**src/rtl/vdlc_pkg.sv**
```systemverilog
// Shared types, codes and sizes for the voltage domain level control unit
`timescale 1ns / 1ps
`default_nettype none
package vdlc_pkg;

  // level table size and derived widths
  localparam int MAX_LEVELS = 16;
  localparam int LVL_AW     = $clog2(MAX_LEVELS);
  localparam int CNT_W      = $clog2(MAX_LEVELS + 1);

  // fixed field widths
  localparam int VOLT_W     = 32;
  localparam int MODE_W     = 8;
  localparam int IDX_W      = 4;
  localparam int CMD_W      = 3;
  localparam int STAT_W     = 3;
  localparam int CFG_IDX_W  = 3;
  localparam int CFG_DATA_W = 32;
  localparam int LCOUNT_W   = 5;
  localparam int DIV_CNT_W  = $clog2(VOLT_W);

  // mode codes
  localparam logic [MODE_W-1:0] MODE_TYPE_ARCH = 8'd0;
  localparam logic [MODE_W-1:0] MODE_ID_OFF    = 8'd0;
  localparam logic [MODE_W-1:0] MODE_ID_ON     = 8'd7;

  typedef enum logic [CMD_W-1:0] {
    CMD_GET_MODE   = 3'd0,
    CMD_SET_MODE   = 3'd1,
    CMD_GET_LEVEL  = 3'd2,
    CMD_SET_LEVEL  = 3'd3,
    CMD_BY_INDEX   = 3'd4,
    CMD_TICK       = 3'd5,
    CMD_LOAD_ENTRY = 3'd6
  } cmd_t;

  typedef enum logic [STAT_W-1:0] {
    ST_OK          = 3'd0,
    ST_PENDING     = 3'd1,
    ST_BUSY        = 3'd2,
    ST_RANGE       = 3'd3,
    ST_PARAM       = 3'd4,
    ST_UNSUPPORTED = 3'd5
  } status_t;

  typedef enum logic [2:0] {
    PK_NONE      = 3'd0,
    PK_GET_MODE  = 3'd1,
    PK_SET_MODE  = 3'd2,
    PK_GET_LEVEL = 3'd3,
    PK_SET_LEVEL = 3'd4
  } pend_t;

  typedef enum logic [CFG_IDX_W-1:0] {
    CFG_LEVEL_TYPE      = 3'd0,
    CFG_LEVEL_COUNT     = 3'd1,
    CFG_ASYNC_MODE      = 3'd2,
    CFG_DEFAULT_VOLTAGE = 3'd3,
    CFG_DEFAULT_MODE    = 3'd4
  } cfg_reg_t;

  // table read address source
  typedef enum logic {
    ADDR_INDEX = 1'b0,
    ADDR_CNT   = 1'b1
  } addr_sel_t;

  // level check flag update
  typedef enum logic [2:0] {
    OK_HOLD  = 3'd0,
    OK_CLR   = 3'd1,
    OK_MATCH = 3'd2,
    OK_RANGE = 3'd3,
    OK_DIV   = 3'd4
  } ok_op_t;

  // capture of continuous range bounds
  typedef enum logic [1:0] {
    CAP_NONE = 2'd0,
    CAP_LO   = 2'd1,
    CAP_HI   = 2'd2,
    CAP_STEP = 2'd3
  } cap_t;

  typedef enum logic [3:0] {
    S_IDLE,
    S_DECODE,
    S_SRCH,
    S_CMP,
    S_RD_LO,
    S_RD_HI,
    S_RD_STEP,
    S_RANGE,
    S_DIV,
    S_DIV_CHK,
    S_FINISH
  } ctrl_state_t;

  // controller to datapath commands
  typedef struct packed {
    logic      load_in;
    addr_sel_t addr_sel;
    logic      cnt_inc;
    ok_op_t    ok_op;
    cap_t      cap;
    logic      div_init;
    logic      div_step;
    logic      commit;
  } dp_ctrl_t;

  // datapath to controller status
  typedef struct packed {
    cmd_t cmd;
    logic range_mode;
    logic eff_zero;
    logic cnt_last;
    logic hit;
    logic pre_ok;
    logic div_last;
    logic out_free;
  } dp_status_t;

endpackage
`default_nettype wire

```
**src/rtl/vdlc_req_if.sv**
```systemverilog
// Command channel: valid/ready handshake with the command fields
`timescale 1ns / 1ps
`default_nettype none
interface vdlc_req_if;
  logic                valid;
  logic                ready;
  logic [2:0]          command;
  logic signed [31:0]  voltage_in;
  logic [7:0]          mode_type_in;
  logic [7:0]          mode_id_in;
  logic [3:0]          table_index;

  modport source (
    output valid, command, voltage_in, mode_type_in, mode_id_in, table_index,
    input  ready
  );
  modport sink (
    input  valid, command, voltage_in, mode_type_in, mode_id_in, table_index,
    output ready
  );
endinterface
`default_nettype wire

```
**src/rtl/vdlc_rsp_if.sv**
```systemverilog
// Response channel: valid/ready handshake with the result fields
`timescale 1ns / 1ps
`default_nettype none
interface vdlc_rsp_if;
  logic                valid;
  logic                ready;
  logic [2:0]          status;
  logic signed [31:0]  voltage_out;
  logic [7:0]          mode_type_out;
  logic [7:0]          mode_id_out;
  logic                is_response;

  modport source (
    output valid, status, voltage_out, mode_type_out, mode_id_out, is_response,
    input  ready
  );
  modport sink (
    input  valid, status, voltage_out, mode_type_out, mode_id_out, is_response,
    output ready
  );
endinterface
`default_nettype wire

```
**src/rtl/vdlc_dp.sv**
```systemverilog
// Datapath: config and domain state, level table, range divider, response register
`timescale 1ns / 1ps
`default_nettype none
module vdlc_dp
  import vdlc_pkg::*;
(
  input  wire logic                   clk,
  input  wire logic                   rst,
  // configuration writes
  input  wire logic                   cfg_we,
  input  wire logic [CFG_IDX_W-1:0]   cfg_index,
  input  wire logic [CFG_DATA_W-1:0]  cfg_wdata,
  // command payload
  input  wire logic [CMD_W-1:0]       command,
  input  wire logic signed [VOLT_W-1:0] voltage_in,
  input  wire logic [MODE_W-1:0]      mode_type_in,
  input  wire logic [MODE_W-1:0]      mode_id_in,
  input  wire logic [IDX_W-1:0]       table_index,
  // response
  output logic                        out_valid,
  input  wire logic                   out_ready,
  output logic [STAT_W-1:0]           status,
  output logic signed [VOLT_W-1:0]    voltage_out,
  output logic [MODE_W-1:0]           mode_type_out,
  output logic [MODE_W-1:0]           mode_id_out,
  output logic                        is_response,
  // controller link
  input  wire dp_ctrl_t               ctl,
  output dp_status_t                  sts
);

  // configuration registers
  logic                 range_mode;
  logic [LCOUNT_W-1:0]  entry_count;
  logic                 async_mode;

  // domain state
  logic signed [VOLT_W-1:0] level_now, level_now_next;
  logic [MODE_W-1:0]        mode_now, mode_now_next;
  pend_t                    pend_kind, pend_kind_next;
  logic signed [VOLT_W-1:0] pend_level, pend_level_next;
  logic [MODE_W-1:0]        pend_mode, pend_mode_next;

  // latched command
  cmd_t                     cmd_q;
  logic signed [VOLT_W-1:0] vin_q;
  logic [MODE_W-1:0]        mtype_q;
  logic [MODE_W-1:0]        mid_q;
  logic [IDX_W-1:0]         idx_q;

  // level table
  logic [VOLT_W-1:0] level_table [MAX_LEVELS];
  logic [LVL_AW-1:0] rd_addr;
  logic [VOLT_W-1:0] rd_data;
  logic              wr_en;

  // search and range check
  logic [LVL_AW-1:0]        cnt;
  logic [CNT_W-1:0]         eff_count;
  logic                     lvl_ok;
  logic signed [VOLT_W-1:0] lo_q, hi_q, step_q;

  // serial divider
  logic [VOLT_W-1:0]    dvd, dvs, rem;
  logic [DIV_CNT_W-1:0] div_cnt;
  logic [VOLT_W:0]      rem_sh;
  logic [VOLT_W+1:0]    rem_diff;

  // commit results
  status_t                  st_c;
  logic signed [VOLT_W-1:0] vout_c;
  logic [MODE_W-1:0]        idout_c;
  logic                     resp_c;
  logic                     idx_bad;

  // effective table size
  assign eff_count = (32'(entry_count) > 32'(MAX_LEVELS)) ? CNT_W'(MAX_LEVELS)
                                                          : CNT_W'(entry_count);
  assign idx_bad = (32'(idx_q) >= 32'(eff_count)) || (32'(idx_q) >= 32'(MAX_LEVELS));

  // status to controller
  assign sts.cmd        = cmd_q;
  assign sts.range_mode = range_mode;
  assign sts.eff_zero   = (eff_count == '0);
  assign sts.cnt_last   = ((CNT_W'(cnt) + CNT_W'(1)) == eff_count);
  assign sts.hit        = (rd_data == vin_q);
  assign sts.pre_ok     = (step_q != '0) && (vin_q >= lo_q) && (vin_q <= hi_q);
  assign sts.div_last   = (div_cnt == '0);
  assign sts.out_free   = !out_valid || out_ready;

  // table port
  assign rd_addr = (ctl.addr_sel == ADDR_CNT) ? cnt : LVL_AW'(idx_q);

  always_ff @(posedge clk) begin
    rd_data <= level_table[rd_addr];
    if (wr_en) begin
      level_table[LVL_AW'(idx_q)] <= vin_q;
    end
  end

  // command latch
  always_ff @(posedge clk) begin
    if (ctl.load_in) begin
      cmd_q   <= cmd_t'(command);
      vin_q   <= voltage_in;
      mtype_q <= mode_type_in;
      mid_q   <= mode_id_in;
      idx_q   <= table_index;
    end
  end

  // search counter
  always_ff @(posedge clk) begin
    if (rst || ctl.load_in) begin
      cnt <= '0;
    end else if (ctl.cnt_inc) begin
      cnt <= cnt + LVL_AW'(1);
    end
  end

  // bound capture
  always_ff @(posedge clk) begin
    case (ctl.cap)
      CAP_LO:   lo_q   <= rd_data;
      CAP_HI:   hi_q   <= rd_data;
      CAP_STEP: step_q <= rd_data;
      default: ;
    endcase
  end

  // restoring divider, one quotient bit per cycle, remainder only
  assign rem_sh   = {rem, dvd[VOLT_W-1]};
  assign rem_diff = {1'b0, rem_sh} - {2'b00, dvs};

  always_ff @(posedge clk) begin
    if (ctl.div_init) begin
      dvd     <= vin_q - lo_q;
      dvs     <= step_q[VOLT_W-1] ? (-step_q) : step_q;
      rem     <= '0;
      div_cnt <= DIV_CNT_W'(VOLT_W - 1);
    end else if (ctl.div_step) begin
      dvd     <= {dvd[VOLT_W-2:0], 1'b0};
      rem     <= rem_diff[VOLT_W+1] ? rem_sh[VOLT_W-1:0] : rem_diff[VOLT_W-1:0];
      div_cnt <= div_cnt - DIV_CNT_W'(1);
    end
  end

  // level check flag
  always_ff @(posedge clk) begin
    if (rst) begin
      lvl_ok <= 1'b0;
    end else begin
      case (ctl.ok_op)
        OK_CLR:   lvl_ok <= 1'b0;
        OK_MATCH: lvl_ok <= lvl_ok | sts.hit;
        OK_RANGE: lvl_ok <= sts.pre_ok;
        OK_DIV:   lvl_ok <= (rem == '0);
        default:  ;
      endcase
    end
  end

  // result and state update of one command
  always_comb begin
    st_c            = ST_OK;
    vout_c          = '0;
    idout_c         = '0;
    resp_c          = 1'b0;
    wr_en           = 1'b0;
    level_now_next  = level_now;
    mode_now_next   = mode_now;
    pend_kind_next  = pend_kind;
    pend_level_next = pend_level;
    pend_mode_next  = pend_mode;
    case (cmd_q)
      CMD_GET_MODE: begin
        if (!async_mode) begin
          idout_c = mode_now;
        end else if (pend_kind != PK_NONE) begin
          st_c = ST_BUSY;
        end else begin
          st_c            = ST_PENDING;
          pend_kind_next  = PK_GET_MODE;
          pend_level_next = '0;
          pend_mode_next  = '0;
        end
      end
      CMD_SET_MODE: begin
        if (mtype_q != MODE_TYPE_ARCH) begin
          st_c = ST_UNSUPPORTED;
        end else if (mid_q != MODE_ID_OFF && mid_q != MODE_ID_ON) begin
          st_c = ST_PARAM;
        end else if (!async_mode) begin
          mode_now_next = mid_q;
        end else if (pend_kind != PK_NONE) begin
          st_c = ST_BUSY;
        end else begin
          st_c            = ST_PENDING;
          pend_kind_next  = PK_SET_MODE;
          pend_level_next = '0;
          pend_mode_next  = mid_q;
        end
      end
      CMD_GET_LEVEL: begin
        if (!async_mode) begin
          vout_c = level_now;
        end else if (pend_kind != PK_NONE) begin
          st_c = ST_BUSY;
        end else begin
          st_c            = ST_PENDING;
          pend_kind_next  = PK_GET_LEVEL;
          pend_level_next = '0;
          pend_mode_next  = '0;
        end
      end
      CMD_SET_LEVEL: begin
        if (!lvl_ok) begin
          st_c = ST_RANGE;
        end else if (!async_mode) begin
          level_now_next = vin_q;
        end else if (pend_kind != PK_NONE) begin
          st_c = ST_BUSY;
        end else begin
          st_c            = ST_PENDING;
          pend_kind_next  = PK_SET_LEVEL;
          pend_level_next = vin_q;
          pend_mode_next  = '0;
        end
      end
      CMD_BY_INDEX: begin
        if (idx_bad) begin
          st_c = ST_RANGE;
        end else begin
          vout_c = rd_data;
        end
      end
      CMD_TICK: begin
        if (pend_kind != PK_NONE) begin
          resp_c         = 1'b1;
          pend_kind_next = PK_NONE;
          case (pend_kind)
            PK_GET_MODE:  idout_c        = mode_now;
            PK_SET_MODE:  mode_now_next  = pend_mode;
            PK_GET_LEVEL: vout_c         = level_now;
            default:      level_now_next = pend_level;
          endcase
        end
      end
      CMD_LOAD_ENTRY: begin
        wr_en = ctl.commit && (32'(idx_q) < 32'(MAX_LEVELS));
      end
      default: begin
        st_c = ST_UNSUPPORTED;
      end
    endcase
  end

  // configuration and domain state registers
  always_ff @(posedge clk) begin
    if (rst) begin
      range_mode  <= 1'b0;
      entry_count <= '0;
      async_mode  <= 1'b0;
      level_now   <= '0;
      mode_now    <= '0;
      pend_kind   <= PK_NONE;
      pend_level  <= '0;
      pend_mode   <= '0;
    end else if (cfg_we) begin
      case (cfg_reg_t'(cfg_index))
        CFG_LEVEL_TYPE:      range_mode  <= cfg_wdata[0];
        CFG_LEVEL_COUNT:     entry_count <= cfg_wdata[LCOUNT_W-1:0];
        CFG_ASYNC_MODE:      async_mode  <= cfg_wdata[0];
        CFG_DEFAULT_VOLTAGE: level_now   <= cfg_wdata[VOLT_W-1:0];
        CFG_DEFAULT_MODE:    mode_now    <= cfg_wdata[MODE_W-1:0];
        default: ;
      endcase
    end else if (ctl.commit) begin
      level_now  <= level_now_next;
      mode_now   <= mode_now_next;
      pend_kind  <= pend_kind_next;
      pend_level <= pend_level_next;
      pend_mode  <= pend_mode_next;
    end
  end

  // response register
  always_ff @(posedge clk) begin
    if (rst) begin
      out_valid <= 1'b0;
    end else if (ctl.commit) begin
      out_valid <= 1'b1;
    end else if (out_ready) begin
      out_valid <= 1'b0;
    end
  end

  always_ff @(posedge clk) begin
    if (ctl.commit) begin
      status      <= st_c;
      voltage_out <= vout_c;
      mode_id_out <= idout_c;
      is_response <= resp_c;
    end
  end

  assign mode_type_out = MODE_TYPE_ARCH;

endmodule
`default_nettype wire

```
**src/rtl/vdlc_ctrl.sv**
```systemverilog
// Controller: sequences table search, range check and commit of one command
`timescale 1ns / 1ps
`default_nettype none
module vdlc_ctrl
  import vdlc_pkg::*;
(
  input  wire logic       clk,
  input  wire logic       rst,
  input  wire logic       in_valid,
  output logic            in_ready,
  input  wire dp_status_t sts,
  output dp_ctrl_t        ctl
);

  ctrl_state_t state, state_next;

  // state register
  always_ff @(posedge clk) begin
    if (rst) begin
      state <= S_IDLE;
    end else begin
      state <= state_next;
    end
  end

  // next state and commands
  always_comb begin
    state_next   = state;
    in_ready     = 1'b0;
    ctl          = '0;
    ctl.addr_sel = ADDR_INDEX;
    ctl.ok_op    = OK_HOLD;
    ctl.cap      = CAP_NONE;
    case (state)
      S_IDLE: begin
        in_ready = 1'b1;
        if (in_valid) begin
          ctl.load_in = 1'b1;
          ctl.ok_op   = OK_CLR;
          state_next  = S_DECODE;
        end
      end
      S_DECODE: begin
        if (sts.cmd != CMD_SET_LEVEL) begin
          state_next = S_FINISH;
        end else if (sts.range_mode) begin
          ctl.addr_sel = ADDR_CNT;
          ctl.cnt_inc  = 1'b1;
          state_next   = S_RD_LO;
        end else if (sts.eff_zero) begin
          state_next = S_FINISH;
        end else begin
          state_next = S_SRCH;
        end
      end
      // discrete list: read one entry, then compare
      S_SRCH: begin
        ctl.addr_sel = ADDR_CNT;
        state_next   = S_CMP;
      end
      S_CMP: begin
        ctl.ok_op = OK_MATCH;
        if (sts.hit || sts.cnt_last) begin
          state_next = S_FINISH;
        end else begin
          ctl.cnt_inc = 1'b1;
          state_next  = S_SRCH;
        end
      end
      // continuous range: entries 0, 1, 2 are min, max, step
      S_RD_LO: begin
        ctl.cap      = CAP_LO;
        ctl.addr_sel = ADDR_CNT;
        ctl.cnt_inc  = 1'b1;
        state_next   = S_RD_HI;
      end
      S_RD_HI: begin
        ctl.cap      = CAP_HI;
        ctl.addr_sel = ADDR_CNT;
        state_next   = S_RD_STEP;
      end
      S_RD_STEP: begin
        ctl.cap    = CAP_STEP;
        state_next = S_RANGE;
      end
      S_RANGE: begin
        ctl.ok_op = OK_RANGE;
        if (sts.pre_ok) begin
          ctl.div_init = 1'b1;
          state_next   = S_DIV;
        end else begin
          state_next = S_FINISH;
        end
      end
      S_DIV: begin
        ctl.div_step = 1'b1;
        if (sts.div_last) begin
          state_next = S_DIV_CHK;
        end
      end
      S_DIV_CHK: begin
        ctl.ok_op  = OK_DIV;
        state_next = S_FINISH;
      end
      // wait for the response register, then apply
      S_FINISH: begin
        if (sts.out_free) begin
          ctl.commit = 1'b1;
          state_next = S_IDLE;
        end
      end
      default: begin
        state_next = S_IDLE;
      end
    endcase
  end

endmodule
`default_nettype wire

```
**src/rtl/voltage_domain_level_control_unit.sv**
```systemverilog
// Top level: one voltage domain, a controller and its datapath
// A command passes from the idle state through decode to a commit into the response
// register, which waits until that register is free; a set-level first searches the
// table entries in discrete mode, or reads min, max and step and runs the 32-step remainder unit in continuous mode.
// One command is in work at a time: a new one is taken only once the last is committed.
// Reset (rst, synchronous) clears config, level, mode and pending state, not the table.
`timescale 1ns / 1ps
`default_nettype none
module voltage_domain_level_control_unit
  import vdlc_pkg::*;
(
  input  wire logic                  clk,
  input  wire logic                  rst,
  input  wire logic                  cfg_we,
  input  wire logic [CFG_IDX_W-1:0]  cfg_index,
  input  wire logic [CFG_DATA_W-1:0] cfg_wdata,
  vdlc_req_if.sink                   req,
  vdlc_rsp_if.source                 rsp
);

  dp_ctrl_t   ctl;
  dp_status_t sts;

  // sequencing
  vdlc_ctrl u_ctrl (
    .clk      (clk),
    .rst      (rst),
    .in_valid (req.valid),
    .in_ready (req.ready),
    .sts      (sts),
    .ctl      (ctl)
  );

  // state, table and checks
  vdlc_dp u_dp (
    .clk           (clk),
    .rst           (rst),
    .cfg_we        (cfg_we),
    .cfg_index     (cfg_index),
    .cfg_wdata     (cfg_wdata),
    .command       (req.command),
    .voltage_in    (req.voltage_in),
    .mode_type_in  (req.mode_type_in),
    .mode_id_in    (req.mode_id_in),
    .table_index   (req.table_index),
    .out_valid     (rsp.valid),
    .out_ready     (rsp.ready),
    .status        (rsp.status),
    .voltage_out   (rsp.voltage_out),
    .mode_type_out (rsp.mode_type_out),
    .mode_id_out   (rsp.mode_id_out),
    .is_response   (rsp.is_response),
    .ctl           (ctl),
    .sts           (sts)
  );

endmodule
`default_nettype wire
```
**src/flat_wrapper.sv**
```systemverilog
// flat-port wrapper written by rule: the top's interface ports become plain ports
module voltage_domain_level_control_unit_flat import vdlc_pkg::*;
  (clk, rst, cfg_we, cfg_index, cfg_wdata, req_valid, req_command, req_voltage_in, req_mode_type_in, req_mode_id_in, req_table_index, req_ready, rsp_valid, rsp_status, rsp_voltage_out, rsp_mode_type_out, rsp_mode_id_out, rsp_is_response, rsp_ready);
  vdlc_req_if req_i ();
  vdlc_rsp_if rsp_i ();
  input  wire logic clk;
  input  wire logic rst;
  input  wire logic cfg_we;
  input  wire logic [CFG_IDX_W-1:0] cfg_index;
  input  wire logic [CFG_DATA_W-1:0] cfg_wdata;
  input wire logic [$bits(req_i.valid)-1:0] req_valid;
  input wire logic [$bits(req_i.command)-1:0] req_command;
  input wire logic [$bits(req_i.voltage_in)-1:0] req_voltage_in;
  input wire logic [$bits(req_i.mode_type_in)-1:0] req_mode_type_in;
  input wire logic [$bits(req_i.mode_id_in)-1:0] req_mode_id_in;
  input wire logic [$bits(req_i.table_index)-1:0] req_table_index;
  output wire logic [$bits(req_i.ready)-1:0] req_ready;
  output wire logic [$bits(rsp_i.valid)-1:0] rsp_valid;
  output wire logic [$bits(rsp_i.status)-1:0] rsp_status;
  output wire logic [$bits(rsp_i.voltage_out)-1:0] rsp_voltage_out;
  output wire logic [$bits(rsp_i.mode_type_out)-1:0] rsp_mode_type_out;
  output wire logic [$bits(rsp_i.mode_id_out)-1:0] rsp_mode_id_out;
  output wire logic [$bits(rsp_i.is_response)-1:0] rsp_is_response;
  input wire logic [$bits(rsp_i.ready)-1:0] rsp_ready;
  assign req_i.valid = req_valid;
  assign req_i.command = req_command;
  assign req_i.voltage_in = req_voltage_in;
  assign req_i.mode_type_in = req_mode_type_in;
  assign req_i.mode_id_in = req_mode_id_in;
  assign req_i.table_index = req_table_index;
  assign req_ready = req_i.ready;
  assign rsp_valid = rsp_i.valid;
  assign rsp_status = rsp_i.status;
  assign rsp_voltage_out = rsp_i.voltage_out;
  assign rsp_mode_type_out = rsp_i.mode_type_out;
  assign rsp_mode_id_out = rsp_i.mode_id_out;
  assign rsp_is_response = rsp_i.is_response;
  assign rsp_i.ready = rsp_ready;
  voltage_domain_level_control_unit u_core (.clk(clk), .rst(rst), .cfg_we(cfg_we), .cfg_index(cfg_index), .cfg_wdata(cfg_wdata), .req(req_i), .rsp(rsp_i));
endmodule
```
**config.mk**
```make
export PLATFORM = sky130hd
export DESIGN_NAME = voltage_domain_level_control_unit_flat
export DESIGN_NICKNAME = d
export VERILOG_FILES = /design/src/rtl/vdlc_pkg.sv /design/src/rtl/vdlc_req_if.sv /design/src/rtl/vdlc_rsp_if.sv /design/src/rtl/vdlc_dp.sv /design/src/rtl/vdlc_ctrl.sv /design/src/rtl/voltage_domain_level_control_unit.sv /design/src/flat_wrapper.sv
export SDC_FILE = /design/constraint.sdc
export NUM_CORES = 2
export LEC_CHECK = 0
export BUFFER_PORTS_ARGS = -buffer_cell sky130_fd_sc_hd__buf_2
export CORE_AREA = 5 5 279 281
export CTS_CLUSTER_SIZE = 24
export DETAILED_ROUTE_END_ITERATION = 8
export DIE_AREA = 0 0 284 286
export HOLD_SLACK_MARGIN = 0.15
export PLACE_DENSITY = 0.87
export SLEW_MARGIN = 15
export SYNTH_ARGS = -nofsm -noshare
export SYNTH_HDL_FRONTEND = slang
export SYNTH_SLANG_ARGS = --single-unit
```
**constraint.sdc**
```tcl
create_clock -name clk -period 4.52 [get_ports clk]
set_clock_uncertainty 0.1 [all_clocks]
set_input_delay 0.904 -clock clk [delete_from_list [all_inputs] [get_ports clk]]
set_output_delay 0.904 -clock clk [all_outputs]
set_load 0.01 [all_outputs]
```
==> impl_metrics.csv <==
group,metric,value,unit
synth,synth_top_area_share,55.88,%
critical_path,r2r-start,"u_core.u_dp.vin_q[1]",
clock_network,clockRootBuffer,"clkbuf_16",
timing,rsz0062_at_grt,"no",
die,die-height,286,µm
global_routing,grt_pass1_wl,165800,µm
timing,fin_tns_setup,0,ns
timing,tightest_slew,0.9940,ns
finish,area_growth,13.32,%
global_routing,gr-usage-met2,43.58,%
pwr,power_leakage,17.13,nW
synth,syn-instance-count,3208,
placement,dp_slack,0.3071,ns
global_routing,grt_busiest_layer,"met2",
clock_network,holdBufCountCts,0,
timing,fin_ws,0.1753,ns
synth,synth-edff-count,771,
placement,place_area,0.04372,mm²
synth,synthArstFlopShare,0,%
synth,yosysMostFrequentCell,"edfxtp_1",
critical_path,cp_max_fo,32,
timing,slew_headroom,33.73,%
synth,ys_top_cells_by_area,"edfxtp_1 56%, dfxtp_1 8.2%, mux2i_1 4.2%",
synth,synth_common_cells,"771 x edfxtp_1, 330 x nand2_1, 194 x a21oi_1",
global_routing,grt_overflow,0,
finish,drive_gt1_share,16.36,%
global_routing,antenna_found_initial,6,
clock_network,cts_tree,"built",
global_routing,gr-usage-met3,5.410,%
worst_hold_path,worstHoldStart,"req_voltage_in[23]",
critical_path,reg2reg_slack,0.18,ns
critical_path,criticalPathCategory,"reg2reg",
routing,dr_total_vias,28030,
critical_path,critPathRequiredTime,4.72,ns
die,ioPinCount,149,
critical_path,worstReg2RegEnd,"u_core.u_dp.dvd[0]",
synth,synthFlopType,"edfxtp_1",
timing,final-setup-viol-count,0,
clock_network,clkSlewWorstSetupHoldPaths,0.06,ns
finish,fin_area,0.04695,mm²
pwr,power_density,509.9,mW/mm²
synth,ys_warn_count,0,
timing,hold_violations,0,
critical_path,rr_worst_depth,11,
critical_path,critPathLaunchType,"register",
routing,routed_wl,111600,µm
routing,drtIter0Drc,3522,
die,coreArea,0.07519,mm²
clock_network,htree_levels,3,
finish,nets,3578,
pwr,ir_worst_vdd,0.4002,mV
worst_hold_path,min_path_cells,1,
die,die_w,284,µm
routing,firstDrtPassIters,6,
timing,maxSlewViolCount,0,
routing,detail-route-antenna-nets,0,
synth,yosys.area.top_type,"edfxtp_1",
synth,syn_area_per_cell,12.92,µm²
timing,max_freq,230.2,MHz
die,placementRows,101,
clock_network,cts_buffers,93,
critical_path,worstSetupEndpointType,"register",
clock_network,worstSkewPairLatency,0.67,ns
placement,place_congestion,0.9676,
die,start_util,55.10,%
worst_hold_path,hp-class,"in2reg",
critical_path,cp.arrival,4.55,ns
synth,synth.cell_area,0.04143,mm²
clock_network,clock-sinks,940,
clock_network,postCtsResizedCells,0,
routing,wl_per_cell,25.13,µm
clock_network,cts_buffer_depth,3,
routing,drc,0,
run_status,status,"finished, final reports clean",
clock_network,postCtsSetupBuffers,0,
synth,synth_seq_cells,940,
global_routing,use_met1,34.17,%
synth,synth_seq_area_share,64.05,%
timing,fin_crit,4.345,ns
global_routing,grt_max_degree,97,
die,die-area,0.08122,mm²
job,drv_cap,0,
worst_hold_path,hold_path_end,"u_core.u_dp.vin_q[23]",
routing,viasPerCell,6.311,
placement,port_buffers,140,
timing,period_share,96.12,%
global_routing,grt_use_total,26.58,%
synth,synthDistinctLibCells,78,
placement,hpwl,70590,µm
global_routing,grt_pass1_vias,27440,
[final cells by class]
class                      instances  area [µm²]
multi-input combinational       1979       13940
sequential                       940       26540
fill                            5127       28240
clock buffer                     114        2477
clock inverter                    62       747.0
timing repair buffer             236        1534
antenna                            4       10.01
tap                              978        1224
inverter                         128       480.5
[report_power, final]
part	switching, W	internal, W	leakage [nW]	total (W)
sequential	0.00101	0.0101	8.33	0.0111
clock	0.00338	0.00475	1.57	0.00812
combinational	0.00284	0.00184	7.22	0.00468
[worst max-delay path by stage]
| stage | start | endpoint | slack, ns | cells past startpoint |
|---|---|---|---|---|
| after floorplan | rsp_ready | u_core.u_dp.level_table[0][0] | 0.07 | 5 |
| after global placement | u_core.u_dp.vin_q[1] | u_core.u_dp.dvd[17] | 0.44 | 11 |
| after detailed placement | u_core.u_dp.vin_q[1] | u_core.u_dp.dvd[18] | 0.31 | 11 |
| after CTS | u_core.u_dp.vin_q[1] | u_core.u_dp.dvd[4] | 0.26 | 11 |
| after global routing | u_core.u_dp.vin_q[1] | u_core.u_dp.dvd[0] | 0.09 | 11 |
| final | u_core.u_dp.vin_q[1] | u_core.u_dp.dvd[0] | 0.18 | 11 |
[metrics by stage]
step | total power [W] | std cells | utilization, % | hold slack, ns
3_5_place_dp | 0.01576 | 4261 | 58.14 | 0.3433
2_1_floorplan | 0.01396 | 3215 | - | 0.3296
5_1_grt | 0.02475 | 4438 | 62.43 | 0.2942
6_report | 0.02394 | 4441 | 62.44 | 0.3120
4_1_cts | 0.02386 | 4437 | 62.43 | 0.2727
3_3_place_gp | 0.01561 | 4261 | 58.14 | 0.3381
[critical path, stage by stage, from the launching register on]
cell,delay [ns]
edfxtp_1,0.40
ha_1,0.33
nor2b_1,0.14
o21a_1,0.16
o21a_1,0.16
o311ai_0,0.67
a31oi_1,0.30
nor4b_1,0.56
o21a_4,0.46
nor2_1,0.19
inv_1,0.11
buf_4,0.37
[per-layer routing]
metal  vias to the layer above  share of wire, %
met3                       374                11
li1                      12310                 -
met2                      1733                48
met5                         -             0.030
met1                     13600                36
met4                         4               5.6
[state kept, by name, summed over array words and instances, names as in the netlist, 8 cells and up]
register	flops
u_core.u_dp.step_q	32
u_core.u_dp.rem	32
u_core.u_dp.pend_mode	8
u_core.u_dp.dvd	32
u_core.u_dp.mtype_q	8
u_core.u_dp.voltage_out	32
u_core.u_dp.vin_q	32
u_core.u_dp.lo_q	32
u_core.u_dp.mode_now	8
u_core.u_dp.level_table	512
u_core.u_dp.hi_q	32
u_core.u_dp.pend_level	32
u_core.u_dp.dvs	32
u_core.u_dp.mid_q	8
u_core.u_dp.level_now	32
u_core.u_dp.mode_id_out	8
u_core.u_dp.rd_data	32
[cells by family (layout without fill, tap and decap cells)]
logic type | Yosys count | count (layout) | share of synthesized area [%]
flops | 940 | 940 | 64.05
simple gates | 818 | 818 | 9.316
compound gates | 591 | 591 | 9.377
mux | 331 | 331 | 8.468
buf+inv | 296 | 540 | 2.881
xor+xnor | 126 | 126 | 2.697
fa+ha+maj | 105 | 105 | 3.207
other cells | 1 | 12 | 0.009051
[layout by cell type, fill, tap and decap left out, types with 23 or more instances in the layout]
cell type,synthesis,layout
nor2_1,171,155
nand2b_1,29,29
xor2_1,55,55
xnor2_1,70,70
edfxtp_1,771,771
nor2b_1,27,25
o21ai_0,62,62
buf_4,8,87
nand2_1,330,330
buf_2,36,140
nand4_1,50,50
a22o_1,33,33
dfxtp_1,169,169
mux2_2,132,132
o211ai_1,137,137
inv_1,127,126
clkbuf_16,0,94
ha_1,103,103
mux2i_1,175,173
mux2_1,24,24
a21o_1,23,23
nand3_1,58,58
nor3_1,32,27
a21oi_1,194,194
o22ai_1,23,23
nor4_1,27,27
Note: power is estimated with default switching activity, not from simulation.
